--- src/rtl/kfss_pkg.sv ---
// ----------------------------------------------------------------------------
// kfss_pkg: shared types and constants of the keypad floor stepper
// Holds the item and result structs, the key codes and the seven-segment
// encoding used by the control core and the display decoder.
// ----------------------------------------------------------------------------
package kfss_pkg;

  localparam int unsigned FloorW  = 14;
  localparam int unsigned DigitsW = 3;
  localparam int unsigned NumDig  = 4;

  // Item kinds carried in the mode field.
  localparam logic MODE_KEY  = 1'b0;
  localparam logic MODE_TICK = 1'b1;

  // ASCII key codes that mean something.
  localparam logic [7:0] KEY_ZERO  = 8'h30;
  localparam logic [7:0] KEY_NINE  = 8'h39;
  localparam logic [7:0] KEY_CLEAR = 8'h2A;
  localparam logic [7:0] KEY_GO    = 8'h73;

  localparam logic [DigitsW-1:0] DIGIT_LIMIT = 3'd4;
  localparam logic [FloorW-1:0]  FLOOR_RESET = 14'd1;

  typedef logic [FloorW-1:0] floor_t;
  // Four BCD digits, index 0 is the ones digit.
  typedef logic [NumDig-1:0][3:0] bcd_t;
  typedef logic [NumDig-1:0][7:0] seg_vec_t;

  typedef struct packed {
    logic       mode;
    logic [7:0] key_code;
  } kfss_in_t;

  typedef struct packed {
    logic [13:0] floor_now;
    logic [13:0] entry_value;
    logic [7:0]  seg_ones;
    logic [7:0]  seg_tens;
    logic [7:0]  seg_hundreds;
    logic [7:0]  seg_thousands;
    logic        moving;
    logic        going_up;
    logic        arrived;
    logic        rejected;
  } kfss_out_t;

  // State after one item, as seen by the result stage.
  typedef struct packed {
    floor_t floor;
    bcd_t   floor_bcd;
    floor_t entry;
    logic   moving;
    logic   going_up;
    logic   arrived;
    logic   rejected;
  } kfss_view_t;

  // Segment pattern of one decimal digit, bit0 = A .. bit6 = G, DP off.
  function automatic logic [7:0] seg_of(input logic [3:0] digit);
    logic [7:0] seg;
    case (digit)
      4'd0: seg = 8'h3F;
      4'd1: seg = 8'h06;
      4'd2: seg = 8'h5B;
      4'd3: seg = 8'h4F;
      4'd4: seg = 8'h66;
      4'd5: seg = 8'h6D;
      4'd6: seg = 8'h7D;
      4'd7: seg = 8'h27;
      4'd8: seg = 8'h7F;
      4'd9: seg = 8'h67;
      default: seg = 8'h00;
    endcase
    return seg;
  endfunction

endpackage

--- src/rtl/kfss_ctrl.sv ---
// ----------------------------------------------------------------------------
// kfss_ctrl: keypad entry and floor travel state
// Keeps the entry accumulator, target, travel flags and the current floor
// in binary and in BCD, and gives the state that follows the present item.
// ----------------------------------------------------------------------------
module kfss_ctrl (
  input  logic                clk_i,
  input  logic                rst_ni,
  input  logic                accept_i,
  input  kfss_pkg::kfss_in_t  item_i,
  output kfss_pkg::kfss_view_t view_o
);
  import kfss_pkg::*;

  floor_t             cur_q, cur_d;
  bcd_t               bcd_q, bcd_d;
  floor_t             tgt_q, tgt_d;
  floor_t             acc_q, acc_d;
  logic [DigitsW-1:0] ndig_q, ndig_d;
  logic               active_q, active_d;
  logic               up_q, up_d;
  logic               arrived, rejected;
  logic               step_up, carry;
  floor_t             acc_x10;

  assign acc_x10 = (acc_q << 3) + (acc_q << 1);
  assign step_up = cur_q < tgt_q;

  always_comb begin
    cur_d    = cur_q;
    bcd_d    = bcd_q;
    tgt_d    = tgt_q;
    acc_d    = acc_q;
    ndig_d   = ndig_q;
    active_d = active_q;
    up_d     = up_q;
    arrived  = 1'b0;
    rejected = 1'b0;
    carry    = 1'b1;
    if (item_i.mode == MODE_KEY) begin
      if (!active_q) begin
        if (item_i.key_code inside {[KEY_ZERO:KEY_NINE]}) begin
          if (ndig_q < DIGIT_LIMIT) begin
            acc_d  = acc_x10 + floor_t'(item_i.key_code - KEY_ZERO);
            ndig_d = ndig_q + 1'b1;
          end
        end else if (item_i.key_code == KEY_CLEAR) begin
          acc_d  = '0;
          ndig_d = '0;
        end else if (item_i.key_code == KEY_GO) begin
          tgt_d  = acc_q;
          acc_d  = '0;
          ndig_d = '0;
          if (acc_q == cur_q) begin
            rejected = 1'b1;
          end else begin
            active_d = 1'b1;
            up_d     = acc_q > cur_q;
          end
        end
      end
    end else if (active_q) begin
      // While travelling the floor never equals the target, so one step
      // is always taken. The BCD copy ripples a carry or borrow.
      cur_d = step_up ? cur_q + 1'b1 : cur_q - 1'b1;
      for (int i = 0; i < NumDig; i++) begin
        if (carry) begin
          if (step_up) begin
            if (bcd_q[i] == 4'd9) begin
              bcd_d[i] = 4'd0;
            end else begin
              bcd_d[i] = bcd_q[i] + 4'd1;
              carry    = 1'b0;
            end
          end else begin
            if (bcd_q[i] == 4'd0) begin
              bcd_d[i] = 4'd9;
            end else begin
              bcd_d[i] = bcd_q[i] - 4'd1;
              carry    = 1'b0;
            end
          end
        end
      end
      if (cur_d == tgt_q) begin
        active_d = 1'b0;
        arrived  = 1'b1;
      end
    end
  end

  always_ff @(posedge clk_i or negedge rst_ni) begin
    if (!rst_ni) begin
      cur_q    <= FLOOR_RESET;
      bcd_q    <= bcd_t'(1);
      tgt_q    <= '0;
      acc_q    <= '0;
      ndig_q   <= '0;
      active_q <= 1'b0;
      up_q     <= 1'b0;
    end else if (accept_i) begin
      cur_q    <= cur_d;
      bcd_q    <= bcd_d;
      tgt_q    <= tgt_d;
      acc_q    <= acc_d;
      ndig_q   <= ndig_d;
      active_q <= active_d;
      up_q     <= up_d;
    end
  end

  assign view_o.floor     = cur_d;
  assign view_o.floor_bcd = bcd_d;
  assign view_o.entry     = acc_d;
  assign view_o.moving    = active_d;
  assign view_o.going_up  = active_d & up_d;
  assign view_o.arrived   = arrived;
  assign view_o.rejected  = rejected;

`ifndef SYNTHESIS
  a_travel_not_there: assert property (@(posedge clk_i) disable iff (!rst_ni)
    active_q |-> (cur_q != tgt_q))
    else $error("travel active while already at target");

  a_digit_count: assert property (@(posedge clk_i) disable iff (!rst_ni)
    ndig_q <= DIGIT_LIMIT)
    else $error("entry digit count above limit");

  a_empty_entry: assert property (@(posedge clk_i) disable iff (!rst_ni)
    (ndig_q == '0) |-> (acc_q == '0))
    else $error("entry value set with no digits");

  a_bcd_match: assert property (@(posedge clk_i) disable iff (!rst_ni)
    (32'(bcd_q[3]) * 32'd1000 + 32'(bcd_q[2]) * 32'd100
     + 32'(bcd_q[1]) * 32'd10 + 32'(bcd_q[0])) == 32'(cur_q))
    else $error("BCD floor copy out of step with binary floor");

  a_flags_excl: assert property (@(posedge clk_i) disable iff (!rst_ni)
    accept_i |-> !(arrived && rejected))
    else $error("arrived and rejected on the same item");
`endif

endmodule

--- src/rtl/kfss_seg_dec.sv ---
// ----------------------------------------------------------------------------
// kfss_seg_dec: four-digit seven-segment decoder
// Turns the BCD floor digits into segment patterns, one table per digit.
// ----------------------------------------------------------------------------
module kfss_seg_dec (
  input  kfss_pkg::bcd_t     bcd_i,
  output kfss_pkg::seg_vec_t seg_o
);
  import kfss_pkg::*;

  always_comb begin
    for (int i = 0; i < NumDig; i++) begin
      seg_o[i] = seg_of(bcd_i[i]);
    end
  end

endmodule

--- src/rtl/keypad_floor_stepper_seven_segment.sv ---
// ----------------------------------------------------------------------------
// keypad_floor_stepper_seven_segment: keypad-driven floor stepper
// Collects a floor number from keypad digits, travels one floor per tick
// toward it and shows the current floor on four seven-segment digits.
// ----------------------------------------------------------------------------
//
//  Channel  | Direction | Handshake               | Payload
//  ---------+-----------+-------------------------+----------------------------
//  in       | input     | in_valid_i / in_stall_o | kfss_in_t  (mode, key_code)
//  out      | output    | out_valid_o/ out_stall_i| kfss_out_t (floor, segments,
//           |           |                         |   entry, motion flags)
//
// Every input transaction yields exactly one output transaction, in the cycle
// after it is accepted. One transaction can be accepted in every cycle.
// The throughput is set by the single result register: the input stalls
// only while that register holds a result and the output side stalls.
// After reset the current floor is 1, the entry is empty and nothing moves.
// Control and payload state is updated only at an edge that accepts an input.
// ----------------------------------------------------------------------------
module keypad_floor_stepper_seven_segment (
  input  logic                clk_i,
  input  logic                rst_ni,
  input  logic                in_valid_i,
  output logic                in_stall_o,
  input  kfss_pkg::kfss_in_t  in_data_i,
  output logic                out_valid_o,
  input  logic                out_stall_i,
  output kfss_pkg::kfss_out_t out_data_o
);
  import kfss_pkg::*;

  logic       accept;
  logic       out_valid_q, out_valid_d;
  kfss_out_t  out_q, out_d;
  kfss_view_t view;
  seg_vec_t   seg;

  // The result register can take a new result when it is empty or when its
  // present result leaves in the same cycle.
  assign in_stall_o = out_valid_q & out_stall_i;
  assign accept     = in_valid_i & ~in_stall_o;

  // Entry, target and travel state; view is the state after this item.
  kfss_ctrl u_ctrl (
    .clk_i    (clk_i),
    .rst_ni   (rst_ni),
    .accept_i (accept),
    .item_i   (in_data_i),
    .view_o   (view)
  );

  // The floor is kept in BCD as well, so the display needs no divider.
  kfss_seg_dec u_seg_dec (
    .bcd_i (view.floor_bcd),
    .seg_o (seg)
  );

  always_comb begin
    out_d.floor_now     = view.floor;
    out_d.entry_value   = view.entry;
    out_d.seg_ones      = seg[0];
    out_d.seg_tens      = seg[1];
    out_d.seg_hundreds  = seg[2];
    out_d.seg_thousands = seg[3];
    out_d.moving        = view.moving;
    out_d.going_up      = view.going_up;
    out_d.arrived       = view.arrived;
    out_d.rejected      = view.rejected;
  end

  always_comb begin
    out_valid_d = out_valid_q;
    if (accept) begin
      out_valid_d = 1'b1;
    end else if (!out_stall_i) begin
      out_valid_d = 1'b0;
    end
  end

  always_ff @(posedge clk_i or negedge rst_ni) begin
    if (!rst_ni) begin
      out_valid_q <= 1'b0;
    end else begin
      out_valid_q <= out_valid_d;
    end
  end

  // The payload register loads only on an accepted transaction, so a
  // stalled result holds still.
  always_ff @(posedge clk_i) begin
    if (accept) begin
      out_q <= out_d;
    end
  end

  assign out_valid_o = out_valid_q;
  assign out_data_o  = out_q;

endmodule

--- config.mk ---
export PLATFORM = sky130hd
export DESIGN_NAME = keypad_floor_stepper_seven_segment
export DESIGN_NICKNAME = d
export VERILOG_FILES = /design/src/rtl/kfss_pkg.sv /design/src/rtl/kfss_ctrl.sv /design/src/rtl/kfss_seg_dec.sv /design/src/rtl/keypad_floor_stepper_seven_segment.sv
export SDC_FILE = /design/constraint.sdc
export NUM_CORES = 1
export LEC_CHECK = 0
export ABC_AREA = 1
export BUFFER_PORTS_ARGS = -buffer_cell sky130_fd_sc_hd__buf_2
export CAP_MARGIN = 20
export CORE_MARGIN = 10
export CORE_UTILIZATION = 55
export DETAILED_ROUTE_END_ITERATION = 7
export PLACE_DENSITY = 0.86
export SLEW_MARGIN = 20
export SYNTH_ARGS = -nofsm -noshare
export SYNTH_HDL_FRONTEND = slang
export SYNTH_SLANG_ARGS = --single-unit
--- constraint.sdc ---
create_clock -name clk_i -period 4 [get_ports clk_i]
set_clock_uncertainty 0.2 [all_clocks]
set_input_delay 0.4 -clock clk_i [delete_from_list [all_inputs] [get_ports clk_i]]
set_output_delay 0.4 -clock clk_i [all_outputs]
set_load 0.01 [all_outputs]
==> results of run 1 <==
==> power groups by stage <==
stage	Combinational (mW)	Sequential (mW)	Clock (mW)
after floorplan	4.40	2.15	0
final	6.03	2.13	1.57
after CTS	5.80	2.12	1.58
after global placement	5.52	2.13	0
after detailed placement	5.73	2.13	0
after global routing	6.85	2.18	1.63
==> worst paths after layout <==
| check | slack (ns) | cells after the start | end |
|---|---|---|---|
| max | 0.25 | 19 | out_data_o[2] |
| min | 0.20 | 4 | u_ctrl.active_q |
| max reg2reg | 0.25 | 19 | out_data_o[2] |
| min reg2reg | 0.29 | 2 | u_ctrl.up_q |
| max in group asynchronous | 2.24 | 3 | u_ctrl.cur_q[0] |
| min in group asynchronous | 0.39 | 2 | out_valid_o |
==> per-layer routing <==
metal	track usage [%]	vias to the layer above	routed length [microns]
met4	10.2	0	926
li1	-	3943	-
met1	24.3	3758	8910
met3	4.76	82	1680
met5	0	-	0
met2	34.1	328	10800
==> synth_stat cells (all sizes together) (2+ instances only) <==
master,instances
a21o,2
nor3,7
dfstp,2
clkinv,3
nand3b,2
dfrtp,62
o211ai,4
nand2,315
xor2,16
nor2,70
a22oi,7
a21oi,44
a211oi,2
o21ai,119
fa,12
nand4,15
buf,6
nand3,89
o22ai,4
o221ai,2
o31ai,4
edfxtp,60
clkbuf,17
a31oi,7
ha,80
inv,174
xnor2,7
==> worst max-delay path: cells and delay by family, from the launching register on <==
family	cells	cell delay [ns]
AOI/OAI and AO/OA	2	0.42
xor gates and xnor gates	1	0.25
adders and majority gates	2	0.74
buffers and inverters	1	0.07
DFF	1	0.38
and+or+nand+nor	13	1.45
==> cells in the final DEF (no fill, tap or decap), types with 7 or more instances in the layout <==
cell and n:
sky130_fd_sc_hd__dfrtp_1 62, sky130_fd_sc_hd__nand4_1 15, sky130_fd_sc_hd__xor2_1 16, sky130_fd_sc_hd__a22oi_1 7
sky130_fd_sc_hd__inv_1 167, sky130_fd_sc_hd__nand2_2 8, sky130_fd_sc_hd__inv_6 7, sky130_fd_sc_hd__edfxtp_1 60
sky130_fd_sc_hd__clkbuf_16 19, sky130_fd_sc_hd__o21ai_0 99, sky130_fd_sc_hd__o21ai_1 11, sky130_fd_sc_hd__buf_2 74
sky130_fd_sc_hd__nand3_1 85, sky130_fd_sc_hd__xnor2_1 7, sky130_fd_sc_hd__nand2_1 303, sky130_fd_sc_hd__o21ai_2 8
sky130_fd_sc_hd__buf_4 13, sky130_fd_sc_hd__nor3_1 7, sky130_fd_sc_hd__fa_1 12, sky130_fd_sc_hd__ha_1 76
sky130_fd_sc_hd__a21oi_1 42, sky130_fd_sc_hd__inv_2 7, sky130_fd_sc_hd__nor2_1 64, sky130_fd_sc_hd__a31oi_1 7
==> what timing repair did <==
| item | CTS | global route |
|---|---|---|
| buffers inserted | 0 | 1 |
| hold buffers | 3 | 0 |
| resized for setup | 0 | 8 |
| setup endpoints to repair | 0 | 3 |
| endpoints found under the hold margin | 33 | 0 |
==> registers in the layout, summed over array words and instances, names as in the netlist <==
signal and cells:
u_ctrl.ndig_q 3, u_ctrl.cur_q 14, u_ctrl.active_q 1, out_data_o 60, u_ctrl.bcd_q 16, u_ctrl.acc_q 14, out_valid_o 1, u_ctrl.up_q 1
u_ctrl.tgt_q 14
==> stage by stage <==
stage / std cells / power [mW] / utilization [%]
detailed placement: 1423 / 7.86 / 60.3
CTS: 1458 / 9.50 / 64.3
global route: 1459 / 10.7 / 64.7
finish: 1459 / 9.73 / 64.7
global placement: 1423 / 7.65 / 60.3
floorplan: 1144 / 6.55 / -
==> cell families (layout without fill, tap and decap cells) <==
logic type               after synthesis  in the layout  share of synthesized area (%)
XOR/XNOR                              24             24                           2.50
adder cells (fa/ha/maj)               92             92                           13.9
AND/OR/NAND/NOR                      500            500                           24.1
AO/OA/AOI/OAI                        200            200                           12.7
other                                  1              4                         0.0419
flip-flops                           124            124                           38.1
buffers and inverters                200            299                           8.70
==> cell type report <==
type                    instances  area (sq um)  area share, %
flip-flops and latches        124          3410           33.2
well taps                     216           270           2.63
clock buffers                  20           479           4.66
multi-input cells             820          4830           47.0
inverters                     177           664           6.47
clock inverters                12           123           1.19
repair buffers                 90           498           4.85
==> implementation parameters, run 1 <==
Parameter                              Value

Worst setup path
  Peak per-stage delay on the critical path    0.43 ns
  Largest fanout on the critical path    20
  Worst setup path start    u_ctrl.tgt_q[9]
  Cell type of the slowest stage on the worst timing path    sky130_fd_sc_hd__ha_1
  Arrival time at the worst endpoint    3.73 ns
  Critical Path, Cell by Cell    inv_1 > ha_1 > a21oi_1 > nand2_1 > a21oi_4 > nand2_8 > ha_1 > nand2_1 > nor2_1 > nand2_1 > nand3_1 > nand2_1 > nand3_1 > xor2_1 > nor2_1 > nor2_1 > nand3_1 > nand2_1 > nor2_1
  Reg-to-Reg Start    u_ctrl.tgt_q[9]
  Crit Path Category    reg -> reg
  Startpoint class of the critical path    register
  Critical path's most frequent cell    sky130_fd_sc_hd__nand2_1
  Critical path capture point type    register
  Required time at the worst-slack endpoint    3.98 ns

Power and ir drop
  Static leakage power    5.08 nW
  Flop pwr share    21.9%
  Total power density per cell area    947 nW/um^2
  Power share of the clock group    16.1%
  Switching Fraction    49.4%
  Reported net switching power    4.81 mW
  Worst vdd rail ir drop    492 uV
  Int Pwr    4.92 mW
  Fraction of power consumed by combinational cells    61.9%

Yosys
  Area share of the leading cell type in the synthesized netlist    20.1%
  Syn_area_per_cell    7.84 sq um
  Top cells by area in the synthesized netlist    sky130_fd_sc_hd__edfxtp_1 20%, sky130_fd_sc_hd__dfrtp_1 17%, sky130_fd_sc_hd__nand2_1 13%
  Share of synthesized area occupied by flip-flops and latches    38.1%
  Cell area after technology mapping    8950 sq um
  Number of enable-type register cells in the synthesized netlist    60
  Synthesized instance count    1,141
  Distinct cell type count after synthesis    50
  Ys flop type    sky130_fd_sc_hd__dfrtp_1
  Post-synthesis register bit count    124
  Cell taking the most area after synthesis    sky130_fd_sc_hd__edfxtp_1
  Synthesis Warnings    0
  Async SR Flop Fraction    51.6%

Run status
  Run status    finished, final reports clean

STA
  Final clock period utilization by the worst path    93.6%
  Remaining max-slew budget at the tightest pin    31.5%
  Minimum hold slack    0.200 ns
  Timing-limited maximum frequency    0.267 GHz
  Setup violation total in the final timing report    0
  Number of failing hold endpoints at the final stage    0
  Final setup slack of the worst path    0.255 ns
  Slew at the pin closest to its max-slew limit    1.03 ns
  Crit path time final    3.75 ns
  Setup TNS    0 ns
  Total count of max-transition violations in the final report    0

Routing
  Vias per cell    5.56
  Wire length per cell    15.3 microns
  DRC Markers    0
  Routed WL    22,300 microns
  Via count of the routed design    8,111
  Count of antenna-violating nets left after detailed routing    0
  1st-iter DRT viols    885
  Router iterations before antenna repair    6

CTS
  Clock latency of the later-clocked register in the worst-skew pair    0.43 ns
  CTS buffer count    17
  CTS tree    built
  Num Clock Sinks    124
  Clock root buffer    sky130_fd_sc_hd__clkbuf_16
  Reg clk slew, reported paths    0.06 ns
  Number of levels in the clock H-tree    4
  Clk buf depth    2

Global routing
  Antenna violations before repair    0
  Maximum number of pins on one net before global-route repair    89
  Gr usage total    20.5%
  GRT overflow    0
  Wire length of the first global-routing pass    36,500 microns
  Via count of the first global-routing pass    7,630

Floorplan
  Initial core utilization    56.3%
  Site Rows    46
  Std-Cell Core Area    15,900 sq um
  Total Die Area    21,800 sq um
  Floorplan die width    148 microns
  Chip Height    148 microns
  Number of I/O pins    79

Finish
  Layout overhead on the synthesized area    14.8%
  Antenna Diode Count    0
  Final cell area excluding filler cells    10,300 sq um
  Nets    1,335
  Share of final-layout standard cells stronger than drive strength 1    13.3%
  Number of filler cells placed in the layout    1,305

Placed design
  Instance area at placement    9580 sq um
  Routability congestion estimate from global placement    0.963
  Port Buffers    74
  Post-detailed-placement half-perimeter wirelength    16,400 microns
  Worst slack after detailed placement    0.327 ns

Hold path
  Worst hold start    in_data_i[8]
  Min-delay worst type    in -> reg

Job
  Number of maximum-capacitance violations    0
(Power assumes the default switching activity.)
==> run 2: changes to the inputs <==
--- a/config.mk
+++ b/config.mk
@@ -12,6 +12,7 @@
 export CORE_UTILIZATION = 55
 export DETAILED_ROUTE_END_ITERATION = 7
 export PLACE_DENSITY = 0.86
+export SETUP_SLACK_MARGIN = 0.3
 export SLEW_MARGIN = 20
 export SYNTH_ARGS = -nofsm -noshare
 export SYNTH_HDL_FRONTEND = slang
==> run 2 against run 1 <==
Critical path depth rose by 5; utilization increased by 2.2 points; count of clock-buffer cells in the layout is the same; cell count up 1.1%; combinational power up 12%; clock power barely moved; die area did not move; design area grew 3.3%; sequential share of layout area is 1.0 points lower; critical path type unchanged; highest routed layer unchanged.
==> implementation parameters, run 2 (same netlist as run 1, synthesis figures left out) <==
Parameter                              Value

Hold path
  Min-delay worst type    in -> reg
  Worst hold start    in_valid_i
  Hold endpoint    out_data_o[40]
  Number of cells on the worst hold path    3 (-1)

Finish
  Antenna Diode Count    0 (unchanged)
  Leading cell type in the layout, fill and taps excluded    sky130_fd_sc_hd__nand2_1
  Final standard cell count with taps included and fillers excluded    1,475 (+1.1%)
  Flip-flop count of the largest register after layout    60 (unchanged)
  Leading cell types in the layout, fill and taps excluded    296 x sky130_fd_sc_hd__nand2_1, 161 x sky130_fd_sc_hd__inv_1, 99 x sky130_fd_sc_hd__o21ai_0
  Post-route core utilization    66.8% (+2.2 points)
  Layout overhead on the synthesized area    18.7%
  Share of final-layout standard cells stronger than drive strength 1    17.6% (+4.3 points)
  Nets    1,351 (+1.2%)

Worst setup path
  Startpoint class of the critical path    register
  Arrival time at the worst endpoint    3.81 ns (+0.08 ns)
  Peak per-stage delay on the critical path    0.44 ns (about the same)
  Setup slack of the most critical reg-to-reg path    0.17 ns (-0.08 ns)
  Capture instance of the worst register-to-register path    out_data_o[2]
  Critical Path, Cell by Cell    inv_2 > ha_1 > nand2_2 > inv_1 > nand2_1 > nand2_1 > a21oi_4 > buf_12 > nand2_8 > fa_2 > nand3_2 > nand3_2 > nand2_2 > nand2_1 > a21oi_2 > inv_1 > nand2_2 > nand2_1 > nand2_1 > nand2_1 > nor2_1 > nand3_2 > nand2_2 > nor2_1
  Cell type of the slowest stage on the worst timing path    sky130_fd_sc_hd__fa_2
  Critical path capture point type    register
  Worst path bufs/invs    4 (+3)
  Cell count of the worst reg-to-reg path    24 (+5)
  Crit Path Category    reg -> reg
  Required time at the worst-slack endpoint    3.98 ns (about the same)
  Top cell family by delay on the critical path    simple AND/OR/NAND/NOR gates
  Critical path's most frequent cell    sky130_fd_sc_hd__nand2_1
  Reg-to-Reg Start    u_ctrl.tgt_q[12]
  Largest fanout on the critical path    5 (-75%)

STA
  Crit path time final    3.83 ns (+0.0833 ns)
  Number of failing hold endpoints at the final stage    0 (unchanged)
  Total count of max-transition violations in the final report    0 (unchanged)
  Final setup slack of the worst path    0.172 ns (-0.0833 ns)
  Setup violation total in the final timing report    0 (unchanged)
  Slew at the pin closest to its max-slew limit    1.03 ns (-0.00117 ns)
  RSZ-0062 raised after global routing    true
  Remaining max-slew budget at the tightest pin    31.6% (+0.078 points)
  Timing-limited maximum frequency    0.261 GHz (-2.2%)
  Final clock period utilization by the worst path    95.7% (+2.1 points)

Floorplan
  Initial core utilization    56.3% (unchanged)
  Site Rows    46 (unchanged)
  Total Die Area    21,800 sq um (unchanged)
  Floorplan die width    148 microns (unchanged)
  Chip Height    148 microns (unchanged)
  Std-Cell Core Area    15,900 sq um (unchanged)
  Number of I/O pins    79 (unchanged)

CTS
  CTS tree    built
  Clock latency of the later-clocked register in the worst-skew pair    0.43 ns (about the same)
  Clock root buffer    sky130_fd_sc_hd__clkbuf_16
  CTS buffer count    17 (unchanged)
  Clk buf depth    2 (unchanged)
  Num Clock Sinks    124 (unchanged)
  Reg clk slew, reported paths    0.06 ns (about the same)
  Number of levels in the clock H-tree    4 (unchanged)

Power and ir drop
  Worst vdd rail ir drop    499 uV (+1.4%)
  Power share of the clock group    15.0% (-1.1 points)
  Tot Pwr    10.5 mW (+7.7%)
  Total power density per cell area    987 nW/um^2 (+4.2%)
  Int Pwr    5.22 mW (+6.0%)
  Static leakage power    5.19 nW (+2.1%)
  Flop pwr share    20.5% (-1.4 points)
  Reported net switching power    5.26 mW (+9.4%)
  Fraction of power consumed by combinational cells    64.5% (+2.6 points)
  Switching Fraction    50.2% (+0.80 points)

Job
  Number of maximum-capacitance violations    0 (unchanged)

Routing
  Router iterations before antenna repair    6 (unchanged)
  Vias per cell    5.68 (+2.1%)
  Via count of the routed design    8,376 (+3.3%)
  Routed WL    24,100 microns (+8.1%)
  Wire length per cell    16.3 microns (+6.9%)
  Count of antenna-violating nets left after detailed routing    0 (unchanged)
  DRC Markers    0 (unchanged)
  1st-iter DRT viols    1,087 (+23%)

Run status
  Run status    finished, final reports clean

Placed design
  Post-detailed-placement half-perimeter wirelength    16,400 microns (unchanged)
  Worst slack after detailed placement    0.327 ns (unchanged)
  Number of placed cells counting well taps    1,423 (unchanged)
  Port Buffers    74 (unchanged)
  Routability congestion estimate from global placement    0.963 (unchanged)

Global routing
  Gr usage total    20.5% (+0.021 points)
  Via count of the first global-routing pass    7,633 (+0.039%)
  Maximum number of pins on one net before global-route repair    89 (unchanged)
  Antenna violations before repair    0 (unchanged)
  GRT overflow    0 (unchanged)
  Wire length of the first global-routing pass    36,500 microns (+0.12%)
run 2: per-layer routing:
| layer | up-vias | routed length (microns) | global-route usage (%) |
|---|---|---|---|
| li1 | 3981 | - | - |
| met1 | 3880 | 9310 | 24.4 |
| met2 | 417 | 11800 | 34.1 |
| met3 | 98 | 1950 | 4.76 |
| met4 | 0 | 1070 | 10.2 |
| met5 | - | 0 | 0 |
run 2: what timing repair did:
| action | 4_1_cts | 5_1_grt |
|---|---|---|
| endpoints found under the hold margin | 33 | 0 |
| setup buffers | 0 | 15 |
| resized for setup | 2 | 50 |
| hold buffers | 3 | 0 |
| endpoints found under the setup margin | 2 | 19 |
| pin swaps | 0 | 20 |
| cloned | 0 | 2 |
run 2: worst min-delay path, cell delays in order:
cell and delay, ns:
sky130_fd_sc_hd__buf_2 0.10, sky130_fd_sc_hd__inv_1 0.10, sky130_fd_sc_hd__nor2_4 0.09
run 2: layout make-up:
cell class,count,area [sq um]
Multi-Input combinational cell,822,5050
Fill cell,1222,5270
Clock buffer,20,479
Inverter,177,664
Timing Repair Buffer,104,616
Tap cell,216,270
Sequential cell,124,3410
Clock inverter,12,123
run 2: worst max-delay path by stage:
stage / end / slack [ns] / startpoint / depth (start not counted)
after global placement: out_data_o[2] / 0.40 / u_ctrl.tgt_q[11] / 22
after detailed placement: out_data_o[7] / 0.33 / u_ctrl.cur_q[13] / 17
final: out_data_o[2] / 0.17 / u_ctrl.tgt_q[12] / 24
after global routing: out_data_o[2] / -0.03 / u_ctrl.tgt_q[12] / 24
after floorplan: out_data_o[48] / 0.51 / in_data_i[4] / 12
after CTS: out_data_o[2] / 0.31 / u_ctrl.cur_q[13] / 21
run 2: through the flow:
stage	hold WS, ns	cell area (sq um)	TNS [ns]
after floorplan	-0.0956	8960	0
after global placement	0.270	9580	0
after detailed placement	0.277	9580	0
after CTS	0.201	10200	0
after global routing	0.223	10600	-0.0514
final	0.219	10600	0
run 2: power by group through the flow:
| stage | sequential (mW) | clock, mW | combinational [mW] |
|---|---|---|---|
| floorplan | 2.15 | 0 | 4.40 |
| global placement | 2.13 | 0 | 5.52 |
| detailed placement | 2.13 | 0 | 5.73 |
| CTS | 2.12 | 1.58 | 5.80 |
| global route | 2.19 | 1.63 | 7.55 |
| finish | 2.15 | 1.57 | 6.76 |
==> run 3: changes to the inputs <==
--- a/config.mk
+++ b/config.mk
@@ -6,12 +6,14 @@
 export NUM_CORES = 1
 export LEC_CHECK = 0
 export ABC_AREA = 1
+export ABC_CLOCK_PERIOD_IN_PS = 4000
 export BUFFER_PORTS_ARGS = -buffer_cell sky130_fd_sc_hd__buf_2
 export CAP_MARGIN = 20
 export CORE_MARGIN = 10
 export CORE_UTILIZATION = 55
 export DETAILED_ROUTE_END_ITERATION = 7
 export PLACE_DENSITY = 0.86
+export REMOVE_ABC_BUFFERS = 1
 export SETUP_SLACK_MARGIN = 0.3
 export SLEW_MARGIN = 20
 export SYNTH_ARGS = -nofsm -noshare
==> run 3 against run 2 <==
Maximum frequency is 1.2% higher; register-to-register slack improved by 0.05 ns; via count fell by 3.2%.
==> implementation parameters, run 3 (same netlist as run 1, synthesis figures left out) <==
Parameter                              Value

Power and ir drop
  Total power density per cell area    972 nW/um^2 (-1.5%)
  Power share of the clock group    15.0% (about the same)
  Flop pwr share    20.8% (+0.3 points)
  Fraction of power consumed by combinational cells    64.2% (-0.3 points)
  Static leakage power    5.20 nW (+0.16%)
  Switching Fraction    49.1% (-1.1 points)
  Tot Pwr    10.3 mW (-1.8%)
  Int Pwr    5.24 mW (+0.45%)
  Reported net switching power    5.05 mW (-4.0%)
  Worst vdd rail ir drop    536 uV (+7.5%)

Global routing
  Gr usage total    19.8% (-0.73 points)
  GRT overflow    0 (unchanged)
  Antenna violations before repair    0 (unchanged)
  Maximum number of pins on one net before global-route repair    52 (-42%)
  Via count of the first global-routing pass    7,607 (-0.34%)
  Wire length of the first global-routing pass    35,400 microns (-3.1%)

STA
  Setup violation total in the final timing report    0 (unchanged)
  Total count of max-transition violations in the final report    0 (unchanged)
  Slew at the pin closest to its max-slew limit    0.838 ns (-0.188 ns)
  Timing-limited maximum frequency    0.264 GHz (+1.2%)
  Number of failing hold endpoints at the final stage    0 (unchanged)
  Crit path time final    3.78 ns (-0.0466 ns)
  Final setup slack of the worst path    0.218 ns (+0.0466 ns)
  RSZ-0062 raised after global routing    true
  Final clock period utilization by the worst path    94.5% (-1.2 points)
  Remaining max-slew budget at the tightest pin    44.0% (+12 points)

Routing
  Router iterations before antenna repair    8 (+2)
  Vias per cell    5.50 (-3.2%)
  Routed WL    22,400 microns (-7.1%)
  Via count of the routed design    8,111 (-3.2%)
  DRC Markers    0 (unchanged)
  1st-iter DRT viols    610 (-44%)
  Wire length per cell    15.2 microns (-7.1%)
  Count of antenna-violating nets left after detailed routing    0 (unchanged)

Finish
  Antenna Diode Count    0 (unchanged)
  Layout overhead on the synthesized area    18.4%
  Sequential cell area    3410 sq um (about the same)
  Number of filler cells placed in the layout    1,225 (+0.25%)
  Final standard cell count with taps included and fillers excluded    1,476 (+0.068%)
  Share of final-layout standard cells stronger than drive strength 1    17.0% (-0.57 points)
  Post-route core utilization    66.7% (-0.18 points)
  Area used by multi-input combinational logic    5030 sq um (-0.45%)
  Flip-flop count of the largest register after layout    60 (unchanged)
  Leading cell types in the layout, fill and taps excluded    295 x sky130_fd_sc_hd__nand2_1, 166 x sky130_fd_sc_hd__inv_1, 99 x sky130_fd_sc_hd__o21ai_0
  Nets    1,352 (+0.074%)
  Leading cell type in the layout, fill and taps excluded    sky130_fd_sc_hd__nand2_1

CTS
  Clk buf depth    2 (unchanged)
  Num Clock Sinks    124 (unchanged)
  Number of levels in the clock H-tree    4 (unchanged)
  Reg clk slew, reported paths    0.06 ns (about the same)
  CTS buffer count    17 (unchanged)
  CTS tree    built
  Clock root buffer    sky130_fd_sc_hd__clkbuf_16
  Clock latency of the later-clocked register in the worst-skew pair    0.43 ns (about the same)

Worst setup path
  Worst setup path start    u_ctrl.tgt_q[11]
  Cell count of the worst reg-to-reg path    24 (unchanged)
  Capture instance of the worst register-to-register path    out_data_o[2]
  Required time at the worst-slack endpoint    3.98 ns (about the same)
  Critical path capture point type    register
  Crit Path Category    reg -> reg
  Arrival time at the worst endpoint    3.76 ns (-0.05 ns)
  Startpoint class of the critical path    register
  Termination of the worst setup path    out_data_o[2]
  Largest fanout on the critical path    6 (+1)
  Reg-to-Reg Start    u_ctrl.tgt_q[11]
  Setup slack of the most critical reg-to-reg path    0.22 ns (+0.05 ns)

Placed design
  Post-detailed-placement half-perimeter wirelength    15,500 microns (-5.4%)
  Port Buffers    74 (unchanged)
  Worst slack after detailed placement    0.253 ns (-0.0736 ns)
  Routability congestion estimate from global placement    0.980 (+1.7%)
  Number of placed cells counting well taps    1,424 (+0.070%)

Floorplan
  Floorplan die width    148 microns (unchanged)
  Std-Cell Core Area    15,900 sq um (unchanged)
  Initial core utilization    56.3% (unchanged)
  Total Die Area    21,800 sq um (unchanged)
  Site Rows    46 (unchanged)
  Chip Height    148 microns (unchanged)
  Number of I/O pins    79 (unchanged)

Hold path
  Min-delay worst type    in -> reg

Job
  Number of maximum-capacitance violations    0 (unchanged)

Run status
  Run status    finished, final reports clean
[run 3: worst min-delay path by stage]
stage	cells after the start	slack (ns)	endpoint	start
floorplan	0	-0.1	out_valid_o	rst_ni
global placement	1	0.24	u_ctrl.acc_q[0]	rst_ni
detailed placement	1	0.24	u_ctrl.acc_q[0]	rst_ni
CTS	4	0.16	u_ctrl.active_q	in_data_i[8]
global route	4	0.21	u_ctrl.active_q	in_data_i[8]
finish	4	0.19	u_ctrl.active_q	in_data_i[8]
[run 3: repair_timing]
item,in CTS,in global routing
setup endpoints to repair,3,17
buffers inserted,1,14
pin swaps,0,18
hold buffers,3,0
cloned,0,2
gates resized for setup,2,46
hold endpoints to repair,23,0
[run 3: layer usage]
layer	GRT usage [%]	share of wire, %
met1	24.8	42
met2	32.0	47
met3	4.40	6.9
met4	8.82	3.7
met5	0	0
[run 3: layout make-up]
cell class              instances  share of cell area (%)
inverters                     177                    6.27
well taps                     216                    2.55
clock inverters                 5                   0.496
multi-input cells             822                    47.5
clock buffers                  27                    5.15
flip-flops and latches        124                    32.2
repair buffers                105                    5.80
[run 3: critical path: stages (launching register included)]
cell and delay (ns):
sky130_fd_sc_hd__dfrtp_1 0.40, sky130_fd_sc_hd__inv_1 0.09, sky130_fd_sc_hd__ha_1 0.33, sky130_fd_sc_hd__nand2_1 0.08, sky130_fd_sc_hd__nand2_1 0.05, sky130_fd_sc_hd__nand2_1 0.05
sky130_fd_sc_hd__nand2_1 0.08, sky130_fd_sc_hd__a21oi_4 0.23, sky130_fd_sc_hd__buf_6 0.15, sky130_fd_sc_hd__nand2_4 0.10, sky130_fd_sc_hd__buf_4 0.17, sky130_fd_sc_hd__ha_4 0.27
sky130_fd_sc_hd__nand2_1 0.07, sky130_fd_sc_hd__nor2_1 0.17, sky130_fd_sc_hd__nand2_2 0.13, sky130_fd_sc_hd__nand3_4 0.11, sky130_fd_sc_hd__nand3_1 0.11, sky130_fd_sc_hd__nand2_1 0.11
sky130_fd_sc_hd__nand3_1 0.10, sky130_fd_sc_hd__nand3_1 0.09, sky130_fd_sc_hd__nand2_1 0.08, sky130_fd_sc_hd__nor2_2 0.12, sky130_fd_sc_hd__nand3_2 0.12, sky130_fd_sc_hd__nand2_2 0.09
sky130_fd_sc_hd__nor2_1 0.04
[run 3: per-stage QoR]
step	instance area, sq um	hold WS (ns)	TNS (ns)
detailed placement	9590	0.242	0
global route	10600	0.212	0
global placement	9590	0.242	0
floorplan	8840	-0.0956	-205.04
CTS	10200	0.158	0
finish	10600	0.195	0
[run 3: power by group through the flow]
stage	combinational (mW)	sequential [mW]	clock [mW]
after floorplan	4.32	2.16	0
after global placement	5.53	2.12	0
after detailed placement	5.68	2.13	0
after CTS	5.79	2.12	1.56
after global routing	7.42	2.19	1.61
final	6.61	2.14	1.54
